File: src/design/ambps_pkg.sv
package ambps_pkg;

  // default image limits
  localparam int unsigned DEF_MAX_WIDTH  = 1024;
  localparam int unsigned DEF_MAX_HEIGHT = 1024;

  // field widths
  localparam int unsigned ALPHA_W    = 8;
  localparam int unsigned PT_W       = 10;
  localparam int unsigned CFG_W      = 11;
  localparam int unsigned CFG_IDX_W  = 3;
  localparam int unsigned OUT_DATA_W = 24;

  // output queue, power of two, at least four
  localparam int unsigned OQ_DEPTH = 4;

  // register reset values
  localparam logic [ALPHA_W-1:0] THR_RST    = 8'd20;
  localparam logic [CFG_W-1:0]   WIDTH_RST  = 11'd1024;
  localparam logic [CFG_W-1:0]   HEIGHT_RST = 11'd1024;
  localparam logic [CFG_W-1:0]   CSTEP_RST  = 11'd1;
  localparam logic [CFG_W-1:0]   RSTEP_RST  = 11'd1;

  // register indexes
  typedef enum logic [CFG_IDX_W-1:0] {
    REG_THRESHOLD = 3'd0,
    REG_WIDTH     = 3'd1,
    REG_HEIGHT    = 3'd2,
    REG_COL_STEP  = 3'd3,
    REG_ROW_STEP  = 3'd4
  } reg_idx_e;

  // one boundary point
  typedef struct packed {
    logic            last;
    logic [PT_W-1:0] y;
    logic [PT_W-1:0] x;
  } point_t;

  // points caused by one pixel, packed from index 0
  typedef struct packed {
    logic [1:0]       cnt;
    point_t [2:0]     pts;
  } push_t;

endpackage

File: src/design/ambps_ram.sv
module ambps_ram #(
  parameter int unsigned WIDTH = 2,
  parameter int unsigned DEPTH = ambps_pkg::DEF_MAX_WIDTH
) (
  input  logic                     clk_i,
  input  logic                     we_i,
  input  logic [$clog2(DEPTH)-1:0] waddr_i,
  input  logic [WIDTH-1:0]         wdata_i,
  input  logic                     re_i,
  input  logic [$clog2(DEPTH)-1:0] raddr_i,
  output logic [WIDTH-1:0]         rdata_o
);

  logic [WIDTH-1:0] mem_q [DEPTH];
  logic [WIDTH-1:0] rdata_q;

  // write port
  always_ff @(posedge clk_i) begin
    if (we_i) begin
      mem_q[waddr_i] <= wdata_i;
    end
  end

  // registered read, data holds while no read is issued
  always_ff @(posedge clk_i) begin
    if (re_i) begin
      rdata_q <= mem_q[raddr_i];
    end
  end

  assign rdata_o = rdata_q;

endmodule

File: src/design/ambps_outq.sv
module ambps_outq (
  input  logic                                clk_i,
  input  logic                                rst_ni,
  input  ambps_pkg::push_t                    push_i,
  output logic                                room_o,
  output logic                                m_axis_tvalid,
  input  logic                                m_axis_tready,
  output logic [ambps_pkg::OUT_DATA_W-1:0]    m_axis_tdata,
  output logic                                m_axis_tlast
);

  localparam int unsigned DEPTH = ambps_pkg::OQ_DEPTH;
  localparam int unsigned PW    = $clog2(DEPTH);
  localparam int unsigned NW    = $clog2(DEPTH + 1);
  localparam int unsigned PAD_W = ambps_pkg::OUT_DATA_W - 2 * ambps_pkg::PT_W;

  ambps_pkg::point_t mem_q [DEPTH];
  logic [PW-1:0]     wr_ptr_q, wr_ptr_d;
  logic [PW-1:0]     rd_ptr_q, rd_ptr_d;
  logic [NW-1:0]     count_q, count_d;
  logic              pop;
  ambps_pkg::point_t head;

  assign head  = mem_q[rd_ptr_q];
  assign pop   = m_axis_tvalid && m_axis_tready;

  // room for a full bundle of three points
  assign room_o = (count_q <= NW'(DEPTH - 3));

  // pointer and fill bookkeeping
  always_comb begin
    wr_ptr_d = wr_ptr_q + PW'(push_i.cnt);
    rd_ptr_d = rd_ptr_q + PW'(pop);
    count_d  = count_q + NW'(push_i.cnt) - NW'(pop);
  end

  always_ff @(posedge clk_i or negedge rst_ni) begin
    if (!rst_ni) begin
      wr_ptr_q <= '0;
      rd_ptr_q <= '0;
      count_q  <= '0;
    end else begin
      wr_ptr_q <= wr_ptr_d;
      rd_ptr_q <= rd_ptr_d;
      count_q  <= count_d;
    end
  end

  // store up to three points in one cycle
  always_ff @(posedge clk_i) begin
    for (int i = 0; i < 3; i++) begin
      if (2'(i) < push_i.cnt) begin
        mem_q[PW'(wr_ptr_q + PW'(i))] <= push_i.pts[i];
      end
    end
  end

  // output side
  assign m_axis_tvalid = (count_q != '0);
  assign m_axis_tdata  = {{PAD_W{1'b0}}, head.y, head.x};
  assign m_axis_tlast  = head.last;

endmodule

File: src/design/alpha_mask_boundary_point_sampler_top.sv
// channel      | dir | handshake              | payload
// pixel in     | in  | s_axis_tvalid/tready   | tdata[7:0] alpha
// point out    | out | m_axis_tvalid/tready   | tdata[9:0] x, [19:10] y; tlast last of pixel
// config write | in  | cfg_we_i               | cfg_idx_i register, cfg_wdata_i value
//
// One pixel per cycle while the queue has room; the line store is read two columns ahead
// and written in the same cycle, so a pixel never waits on the memory port.
// Points leave at one per cycle while the receiver is ready, through a four-word queue;
// a pixel is taken while the queue has room for three, so rows that make two points per
// pixel run at the point rate.
// After reset and after every config write the block reloads its column window from the
// line store in ST_FETCH_CUR and then ST_FETCH_RGT; no clearing pass is made.
module alpha_mask_boundary_point_sampler_top #(
  parameter int unsigned MAX_WIDTH  = ambps_pkg::DEF_MAX_WIDTH,
  parameter int unsigned MAX_HEIGHT = ambps_pkg::DEF_MAX_HEIGHT
) (
  input  logic                                clk_i,
  input  logic                                rst_ni,
  // pixel words
  input  logic                                s_axis_tvalid,
  output logic                                s_axis_tready,
  input  logic [ambps_pkg::ALPHA_W-1:0]       s_axis_tdata,   // [7:0] alpha
  // point words
  output logic                                m_axis_tvalid,
  input  logic                                m_axis_tready,
  output logic [ambps_pkg::OUT_DATA_W-1:0]    m_axis_tdata,   // [9:0] point_x, [19:10] point_y
  output logic                                m_axis_tlast,
  // configuration
  input  logic                                cfg_we_i,
  input  logic [ambps_pkg::CFG_IDX_W-1:0]     cfg_idx_i,
  input  logic [ambps_pkg::CFG_W-1:0]         cfg_wdata_i
);

  localparam int unsigned XW  = $clog2(MAX_WIDTH);
  localparam int unsigned YW  = $clog2(MAX_HEIGHT);
  localparam int unsigned WEW = $clog2(MAX_WIDTH + 1);
  localparam int unsigned HEW = $clog2(MAX_HEIGHT + 1);
  localparam int unsigned PTW = ambps_pkg::PT_W;

  typedef enum logic [1:0] {
    ST_FETCH_CUR,
    ST_FETCH_RGT,
    ST_RUN
  } state_e;

  state_e state_q;

  // configuration registers
  logic [ambps_pkg::ALPHA_W-1:0] thr_q;
  logic [ambps_pkg::CFG_W-1:0]   width_q, height_q, cstep_q, rstep_q;

  // position and sampling state
  logic [XW-1:0] col_q, col_d, cph_q, cph_d;
  logic [YW-1:0] row_q, row_d, rph_q, rph_d;
  logic          row_samp_prev_q, row_samp_prev_d;
  logic          col_samp_prev_q, col_samp_prev_d;

  // column window around the current pixel
  logic [1:0] cur_q, cur_d;
  logic [1:0] hold_q, hold_d;
  logic       use_hold_q;
  logic [1:0] head0_q, head1_q;
  logic       prev_op_q, prev2_op_q, prev_up_q;

  // effective limits
  logic [WEW-1:0] w_eff, cs_eff;
  logic [HEW-1:0] h_eff, rs_eff;

  logic           in_acc;
  logic           op;
  logic           last_col, last_row;
  logic           col_samp, row_samp;
  logic           c_ge1, c_ge2, r_ge1, r_ge2;
  logic [1:0]     rgt;
  logic [1:0]     new_c;
  logic           hit_a, hit_b, hit_c;
  logic [1:0]     n_pts;
  ambps_pkg::push_t push;
  logic           room;

  // line store signals
  logic          ram_re;
  logic [XW-1:0] ram_raddr;
  logic [1:0]    ram_rdata;

  assign in_acc        = s_axis_tvalid && s_axis_tready;
  assign s_axis_tready = (state_q == ST_RUN) && room;

  // configuration writes
  always_ff @(posedge clk_i or negedge rst_ni) begin
    if (!rst_ni) begin
      thr_q    <= ambps_pkg::THR_RST;
      width_q  <= ambps_pkg::WIDTH_RST;
      height_q <= ambps_pkg::HEIGHT_RST;
      cstep_q  <= ambps_pkg::CSTEP_RST;
      rstep_q  <= ambps_pkg::RSTEP_RST;
    end else if (cfg_we_i) begin
      case (ambps_pkg::reg_idx_e'(cfg_idx_i))
        ambps_pkg::REG_THRESHOLD: thr_q    <= cfg_wdata_i[ambps_pkg::ALPHA_W-1:0];
        ambps_pkg::REG_WIDTH:     width_q  <= cfg_wdata_i;
        ambps_pkg::REG_HEIGHT:    height_q <= cfg_wdata_i;
        ambps_pkg::REG_COL_STEP:  cstep_q  <= cfg_wdata_i;
        ambps_pkg::REG_ROW_STEP:  rstep_q  <= cfg_wdata_i;
        default: ;
      endcase
    end
  end

  // clamp registers to 1 .. max
  always_comb begin
    w_eff  = (width_q == '0) ? WEW'(1) :
             (32'(width_q) > MAX_WIDTH) ? WEW'(MAX_WIDTH) : WEW'(width_q);
    cs_eff = (cstep_q == '0) ? WEW'(1) :
             (32'(cstep_q) > MAX_WIDTH) ? WEW'(MAX_WIDTH) : WEW'(cstep_q);
    h_eff  = (height_q == '0) ? HEW'(1) :
             (32'(height_q) > MAX_HEIGHT) ? HEW'(MAX_HEIGHT) : HEW'(height_q);
    rs_eff = (rstep_q == '0) ? HEW'(1) :
             (32'(rstep_q) > MAX_HEIGHT) ? HEW'(MAX_HEIGHT) : HEW'(rstep_q);
  end

  // position flags of the current pixel
  always_comb begin
    op       = (s_axis_tdata > thr_q);
    last_col = ((WEW'(col_q) + WEW'(1)) >= w_eff);
    last_row = ((HEW'(row_q) + HEW'(1)) >= h_eff);
    col_samp = (cph_q == '0);
    row_samp = (rph_q == '0);
    c_ge1    = (col_q != '0);
    c_ge2    = (WEW'(col_q) > WEW'(1));
    r_ge1    = (row_q != '0);
    r_ge2    = (HEW'(row_q) > HEW'(1));
    rgt      = use_hold_q ? hold_q : ram_rdata;
    new_c    = {cur_q[0], op};
  end

  // boundary tests: pixel above, left neighbour in last row, last pixel
  always_comb begin
    hit_a = r_ge1 && col_samp && row_samp_prev_q && cur_q[0] &&
            (!(c_ge1 && prev_up_q) || !(!last_col && rgt[0])) &&
            (!(r_ge2 && cur_q[1]) || !op);
    hit_b = last_row && c_ge1 && col_samp_prev_q && row_samp && prev_op_q &&
            (!(c_ge2 && prev2_op_q) || !op);
    hit_c = last_row && last_col && col_samp && row_samp && op;
  end

  // pack points in order, mark the final one
  always_comb begin
    push  = '0;
    n_pts = '0;
    if (in_acc && hit_a) begin
      push.pts[n_pts].x = PTW'(col_q);
      push.pts[n_pts].y = PTW'(YW'(row_q - YW'(1)));
      n_pts             = n_pts + 2'd1;
    end
    if (in_acc && hit_b) begin
      push.pts[n_pts].x = PTW'(XW'(col_q - XW'(1)));
      push.pts[n_pts].y = PTW'(row_q);
      n_pts             = n_pts + 2'd1;
    end
    if (in_acc && hit_c) begin
      push.pts[n_pts].x = PTW'(col_q);
      push.pts[n_pts].y = PTW'(row_q);
      n_pts             = n_pts + 2'd1;
    end
    if (n_pts != '0) begin
      push.pts[n_pts - 2'd1].last = 1'b1;
    end
    push.cnt = n_pts;
  end

  // next position and phases
  always_comb begin
    col_d           = col_q;
    row_d           = row_q;
    cph_d           = cph_q;
    rph_d           = rph_q;
    col_samp_prev_d = col_samp;
    row_samp_prev_d = row_samp_prev_q;
    if (last_col) begin
      col_d           = '0;
      cph_d           = '0;
      row_samp_prev_d = row_samp;
      if (last_row) begin
        row_d = '0;
        rph_d = '0;
      end else begin
        row_d = row_q + YW'(1);
        rph_d = ((HEW'(rph_q) + HEW'(1)) >= rs_eff) ? '0 : rph_q + YW'(1);
      end
    end else begin
      col_d = col_q + XW'(1);
      cph_d = ((WEW'(cph_q) + WEW'(1)) >= cs_eff) ? '0 : cph_q + XW'(1);
    end
  end

  always_ff @(posedge clk_i or negedge rst_ni) begin
    if (!rst_ni) begin
      col_q           <= '0;
      row_q           <= '0;
      cph_q           <= '0;
      rph_q           <= '0;
      col_samp_prev_q <= 1'b0;
      row_samp_prev_q <= 1'b0;
    end else if (in_acc) begin
      col_q           <= col_d;
      row_q           <= row_d;
      cph_q           <= cph_d;
      rph_q           <= rph_d;
      col_samp_prev_q <= col_samp_prev_d;
      row_samp_prev_q <= row_samp_prev_d;
    end
  end

  // window for the next pixel; row wrap takes columns 0 and 1 from the shadow
  always_comb begin
    if (last_col) begin
      cur_d  = c_ge1 ? head0_q : new_c;
      hold_d = (col_q == XW'(1)) ? new_c : head1_q;
    end else begin
      cur_d  = rgt;
      hold_d = hold_q;
    end
  end

  // line store access: reload after reset or config, else read two columns ahead
  always_comb begin
    ram_re    = 1'b0;
    ram_raddr = col_q;
    case (state_q)
      ST_FETCH_CUR: begin
        ram_re    = 1'b1;
        ram_raddr = col_q;
      end
      ST_FETCH_RGT: begin
        ram_re    = 1'b1;
        ram_raddr = col_q + XW'(1);
      end
      ST_RUN: begin
        ram_re    = in_acc && !last_col;
        ram_raddr = XW'(WEW'(col_q) + WEW'(2));
      end
      default: begin
        ram_re = 1'b0;
      end
    endcase
  end

  // sequencer and window select
  always_ff @(posedge clk_i or negedge rst_ni) begin
    if (!rst_ni) begin
      state_q    <= ST_FETCH_CUR;
      use_hold_q <= 1'b0;
    end else if (cfg_we_i) begin
      state_q    <= ST_FETCH_CUR;
    end else begin
      case (state_q)
        ST_FETCH_CUR: begin
          state_q <= ST_FETCH_RGT;
        end
        ST_FETCH_RGT: begin
          state_q    <= ST_RUN;
          use_hold_q <= 1'b0;
        end
        ST_RUN: begin
          if (in_acc) begin
            use_hold_q <= last_col;
          end
        end
        default: begin
          state_q <= ST_FETCH_CUR;
        end
      endcase
    end
  end

  // window payload
  always_ff @(posedge clk_i) begin
    if (!cfg_we_i && state_q == ST_FETCH_RGT) begin
      cur_q <= ram_rdata;
    end else if (in_acc) begin
      cur_q <= cur_d;
    end
    if (in_acc) begin
      hold_q     <= hold_d;
      prev_op_q  <= op;
      prev2_op_q <= prev_op_q;
      prev_up_q  <= cur_q[0];
      if (col_q == '0) begin
        head0_q <= new_c;
      end
      if (col_q == XW'(1)) begin
        head1_q <= new_c;
      end
    end
  end

  ambps_ram #(
    .WIDTH (2),
    .DEPTH (MAX_WIDTH)
  ) u_lines (
    .clk_i   (clk_i),
    .we_i    (in_acc),
    .waddr_i (col_q),
    .wdata_i (new_c),
    .re_i    (ram_re),
    .raddr_i (ram_raddr),
    .rdata_o (ram_rdata)
  );

  ambps_outq u_outq (
    .clk_i         (clk_i),
    .rst_ni        (rst_ni),
    .push_i        (push),
    .room_o        (room),
    .m_axis_tvalid (m_axis_tvalid),
    .m_axis_tready (m_axis_tready),
    .m_axis_tdata  (m_axis_tdata),
    .m_axis_tlast  (m_axis_tlast)
  );

endmodule

File: config.mk
export PLATFORM = sky130hd
export DESIGN_NAME = alpha_mask_boundary_point_sampler_top
export DESIGN_NICKNAME = d
export VERILOG_FILES = /design/src/design/ambps_pkg.sv /design/src/design/ambps_ram.sv /design/src/design/ambps_outq.sv /design/src/design/alpha_mask_boundary_point_sampler_top.sv
export SDC_FILE = /design/constraint.sdc
export NUM_CORES = 2
export LEC_CHECK = 0
export BUFFER_PORTS_ARGS = -buffer_cell sky130_fd_sc_hd__buf_2
export CAP_MARGIN = 40
export CORE_AREA = 5 5 564 566
export DETAILED_ROUTE_END_ITERATION = 10
export DIE_AREA = 0 0 569 571
export PLACE_DENSITY = 0.5
export SLEW_MARGIN = 5
export SYNTH_ARGS = -nofsm -noshare
export SYNTH_HDL_FRONTEND = slang
export SYNTH_SLANG_ARGS = --single-unit
File: constraint.sdc
create_clock -name clk_i -period 42.9 [get_ports clk_i]
set_clock_uncertainty 0.15 [all_clocks]
set_input_delay 8.58 -clock clk_i [delete_from_list [all_inputs] [get_ports clk_i]]
set_output_delay 8.58 -clock clk_i [all_outputs]
set_load 0.02 [all_outputs]
==> results.yml <==
global_routing:
  grt_pass1_wl_um: 553000
  grt_pass1_vias: 72981
  grt_max_degree: 210
  grt_antenna_before_repair: 33
  groute.usage.overall_pct: 23.4
  grt-ovfl-total: 0
sta:
  fmax_mhz: 73.2
  slew_headroom_pct: 25.7
  setup_ws_ns: 29.24
  finalCritPeriodShare_pct: 31.8
  tns_ns: 0
  tightest_slew_ns: 1.11
  drv_slew: 0
  setup_viol: 0
  hold_viol: 0
  finalCriticalPeriod_ns: 13.66
  rsz0062_at_grt: "false"
clock_network:
  cts_max_level: 4
  postCtsHoldBufs: 0
  clock_sinks: 2249
  cts_setup_buffers: 0
  ctsResizeCount: 0
  clkTransAtPathRegs_ns: 0.06
  cts_tree: "built"
  clk_latency_ns: 0.97
  cts_buffers: 247
  cts_root_buf: "clkbuf_16"
  cts_buffer_depth: 4
logic_synthesis:
  seq_area_frac_synth_pct: 65.3
  synth_top_area_share_pct: 62.7
  synth_top_flop_cell: "edfxtp_1"
  netlist_instances: 8595
  yosys.area.top_type: "edfxtp_1"
  synthTopCellsByArea: "edfxtp_1, nand2_1, nor2_1"
  syn_area_per_cell_um2: 11.9
  synth_async_sr_flop_share_pct: 4.62
  ys_ff_latch: 2249
  yosysUniqueCellTypes: 93
  syn_area_um2: 103000
  synth_edf_count: 2145
  ys.warnings.count: 0
cells_and_area:
  final_common_cell: "edfxtp_1"
  final_cell_mix: "edfxtp_1, nand2_1, nor2_1"
  drive_gt1_share_pct: 11.6
  finalNonFillerCells: 12802
  fin_nets: 8537
  synthToLayoutAreaGrowth_pct: 13.4
detailed_routing:
  drc: 0
  drtPass1Iterations: 8
  wl_per_cell_um: 30.8
  postRouteAntennaNets: 0
  wirelength_um: 394000
  routed_via_density: 5.92
  drt_iter0_drc: 10531
  num_vias: 75780
placed_design:
  pre_cts_ws_ns: 28.39
  port_buffers: 49
  dp_hpwl_um: 229000
  gp_congestion: 0.833
  dp.cells: 12337
run:
  max_cap_violations: 0
die:
  die_w_um: 569
  coreArea_um2: 313000
  start_util_pct: 32.8
  io_pins: 54
  die_area_um2: 325000
  row_count: 206
  die_h_um: 571
pwr:
  pwr-share-seq_pct: 38.5
  comb_power_share_pct: 30.0
  power_per_cell_area_nw_per_um2: 57.3
  intPower_mw: 4.32
  clkPwrFrac_pct: 31.5
  switching_share_pct: 35.2
  p_sw_mw: 2.35
  ir_worst_vdd_mv: 0.0455
  leakage_nw: 38.0
critical_path:
  worstPathCellList: "buf_2, nand2_2, buf_4, clkinv_2, nand3_2, nor4b_4, o2111ai_1, a21oi_1, o21a_1, inv_2, ha_1, and3_1, and4_1, nor2_4, inv_2, or3_1, and2_0, a22o_1"
  path_common_cell: "inv_2"
  crit_path_end: "u_outq.mem_q[3][19]$_DFFE_PP_"
  arrival_ns: 14.12
  rr_endpoint: "u_lines.rdata_o[1]$_DFFE_PP_"
  start_kind: "primary input"
  r2r_cells: 18
  crit_fanout: 39
  crit_slowest_cell: "or3_1"
  slowest_delay_ns: 0.76
  setup.worst_path.end_class: "flop"
  reg2reg_slack_ns: 34.22
  worstSetupStartpoint: "s_axis_tvalid"
  crit_type: "in -> reg"
  required_ns: 43.36
  rr_startpoint: "state_q[1]$_DFFE_PN0P_"
status:
  status: "finished clean"
min_path:
  hp-class: "reg -> reg"
## state kept, by name, indices dropped and copies added (netlist names), 2 cells and up
register         cells
cstep_q             11
cur_q                2
head1_q              2
state_q              2
u_lines.rdata_o      2
u_outq.wr_ptr_q      2
col_q               10
thr_q                8
height_q            11
rph_q               10
width_q             11
rstep_q             11
u_lines.mem_q     2048
hold_q               2
row_q               10
u_outq.rd_ptr_q      2
u_outq.count_q       3
cph_q               10
head0_q              2
u_outq.mem_q        84
## per-layer routing
metal  part of all wire, %  global-route usage [%]
met1                    41                    32.1
met5                 0.016                       0
met3                   9.9                    4.61
met4                   4.5                    9.05
met2                    45                    36.5
## critical path, delay by kind of cell
family	cells	cell delay, ns
adders and majority gates	1	0.39
AOI/OAI and AO/OA	4	1.24
buffers and inverters	5	1.33
and+or+nand+nor	8	2.54
## cells by family after synthesis
group / Yosys count / share of synthesized area, %
adders and majority gates: 83 / 1.02
other: 1 / 0.00365
muxes: 299 / 4.66
and+or+nand+nor: 3736 / 16.0
buffers and inverters: 850 / 3.42
DFF: 2249 / 65.3
xor gates and xnor gates: 36 / 0.307
AOI/OAI and AO/OA: 1341 / 9.36
## power groups by stage
stage          Clock [mW]  Combinational [mW]  Sequential [mW]
2_1_floorplan           0                1.16             2.79
4_1_cts              2.13                1.97             2.57
3_5_place_dp            0                1.97             2.61
5_1_grt              2.22                2.10             2.57
3_3_place_gp            0                1.93             2.62
6_report             2.10                2.00             2.57
## cells in the mapped netlist (all sizes together) (16+ instances only)
cell type and instances:
a211oi 61, nor4 52, a31oi 284, xnor2 22, ha 82, nor3b 42, nor3 102, a311oi 101
a32oi 39, a221oi 44, or3 24, o21ai 160, a21o 38, o211ai 16, a21oi 167, a22o 144
o211a 24, nand3 611, nor2 1118, o32ai 43, nand2b 24, nand2 1400, edfxtp 2145, o22ai 28
mux2 63, mux2i 99, o2111ai 28, buf 331, inv 83, clkbuf 432, and3 220, mux4 137
nand4 72, dfrtp 98, a22oi 50
## cell type report
class                           count  area (um2)
Inverter                           87         333
Sequential cell                  2249       67000
Timing Repair Buffer              343        3400
Clock inverter                    142        1300
Fill cell                       30247      197000
Multi-Input combinational cell   5499       32600
Tap cell                         4160        5200
Antenna cell                       12        30.0
Clock buffer                      310        6520
## worst min-delay path by stage
stage / startpoint / end / slack [ns] / depth (start not counted)
global placement: prev_op_q$_DFFE_PP_ / prev2_op_q$_DFFE_PP_ / 0.29 / 0
CTS: prev_op_q$_DFFE_PP_ / prev2_op_q$_DFFE_PP_ / 0.31 / 0
detailed placement: prev_op_q$_DFFE_PP_ / prev2_op_q$_DFFE_PP_ / 0.30 / 0
finish: prev_op_q$_DFFE_PP_ / prev2_op_q$_DFFE_PP_ / 0.32 / 0
global route: prev_op_q$_DFFE_PP_ / prev2_op_q$_DFFE_PP_ / 0.32 / 0
floorplan: prev_op_q$_DFFE_PP_ / prev2_op_q$_DFFE_PP_ / 0.28 / 0
## metrics by stage
step	total power, mW	hold slack [ns]	util, %	instance area [um2]
after floorplan	3.96	0.277	-	103000
after global placement	4.55	0.292	34.3	107000
after detailed placement	4.58	0.297	34.7	109000
after CTS	6.67	0.314	37.2	116000
after global routing	6.89	0.318	37.2	116000
final	6.67	0.317	37.2	116000
(Power assumes the default switching activity.)
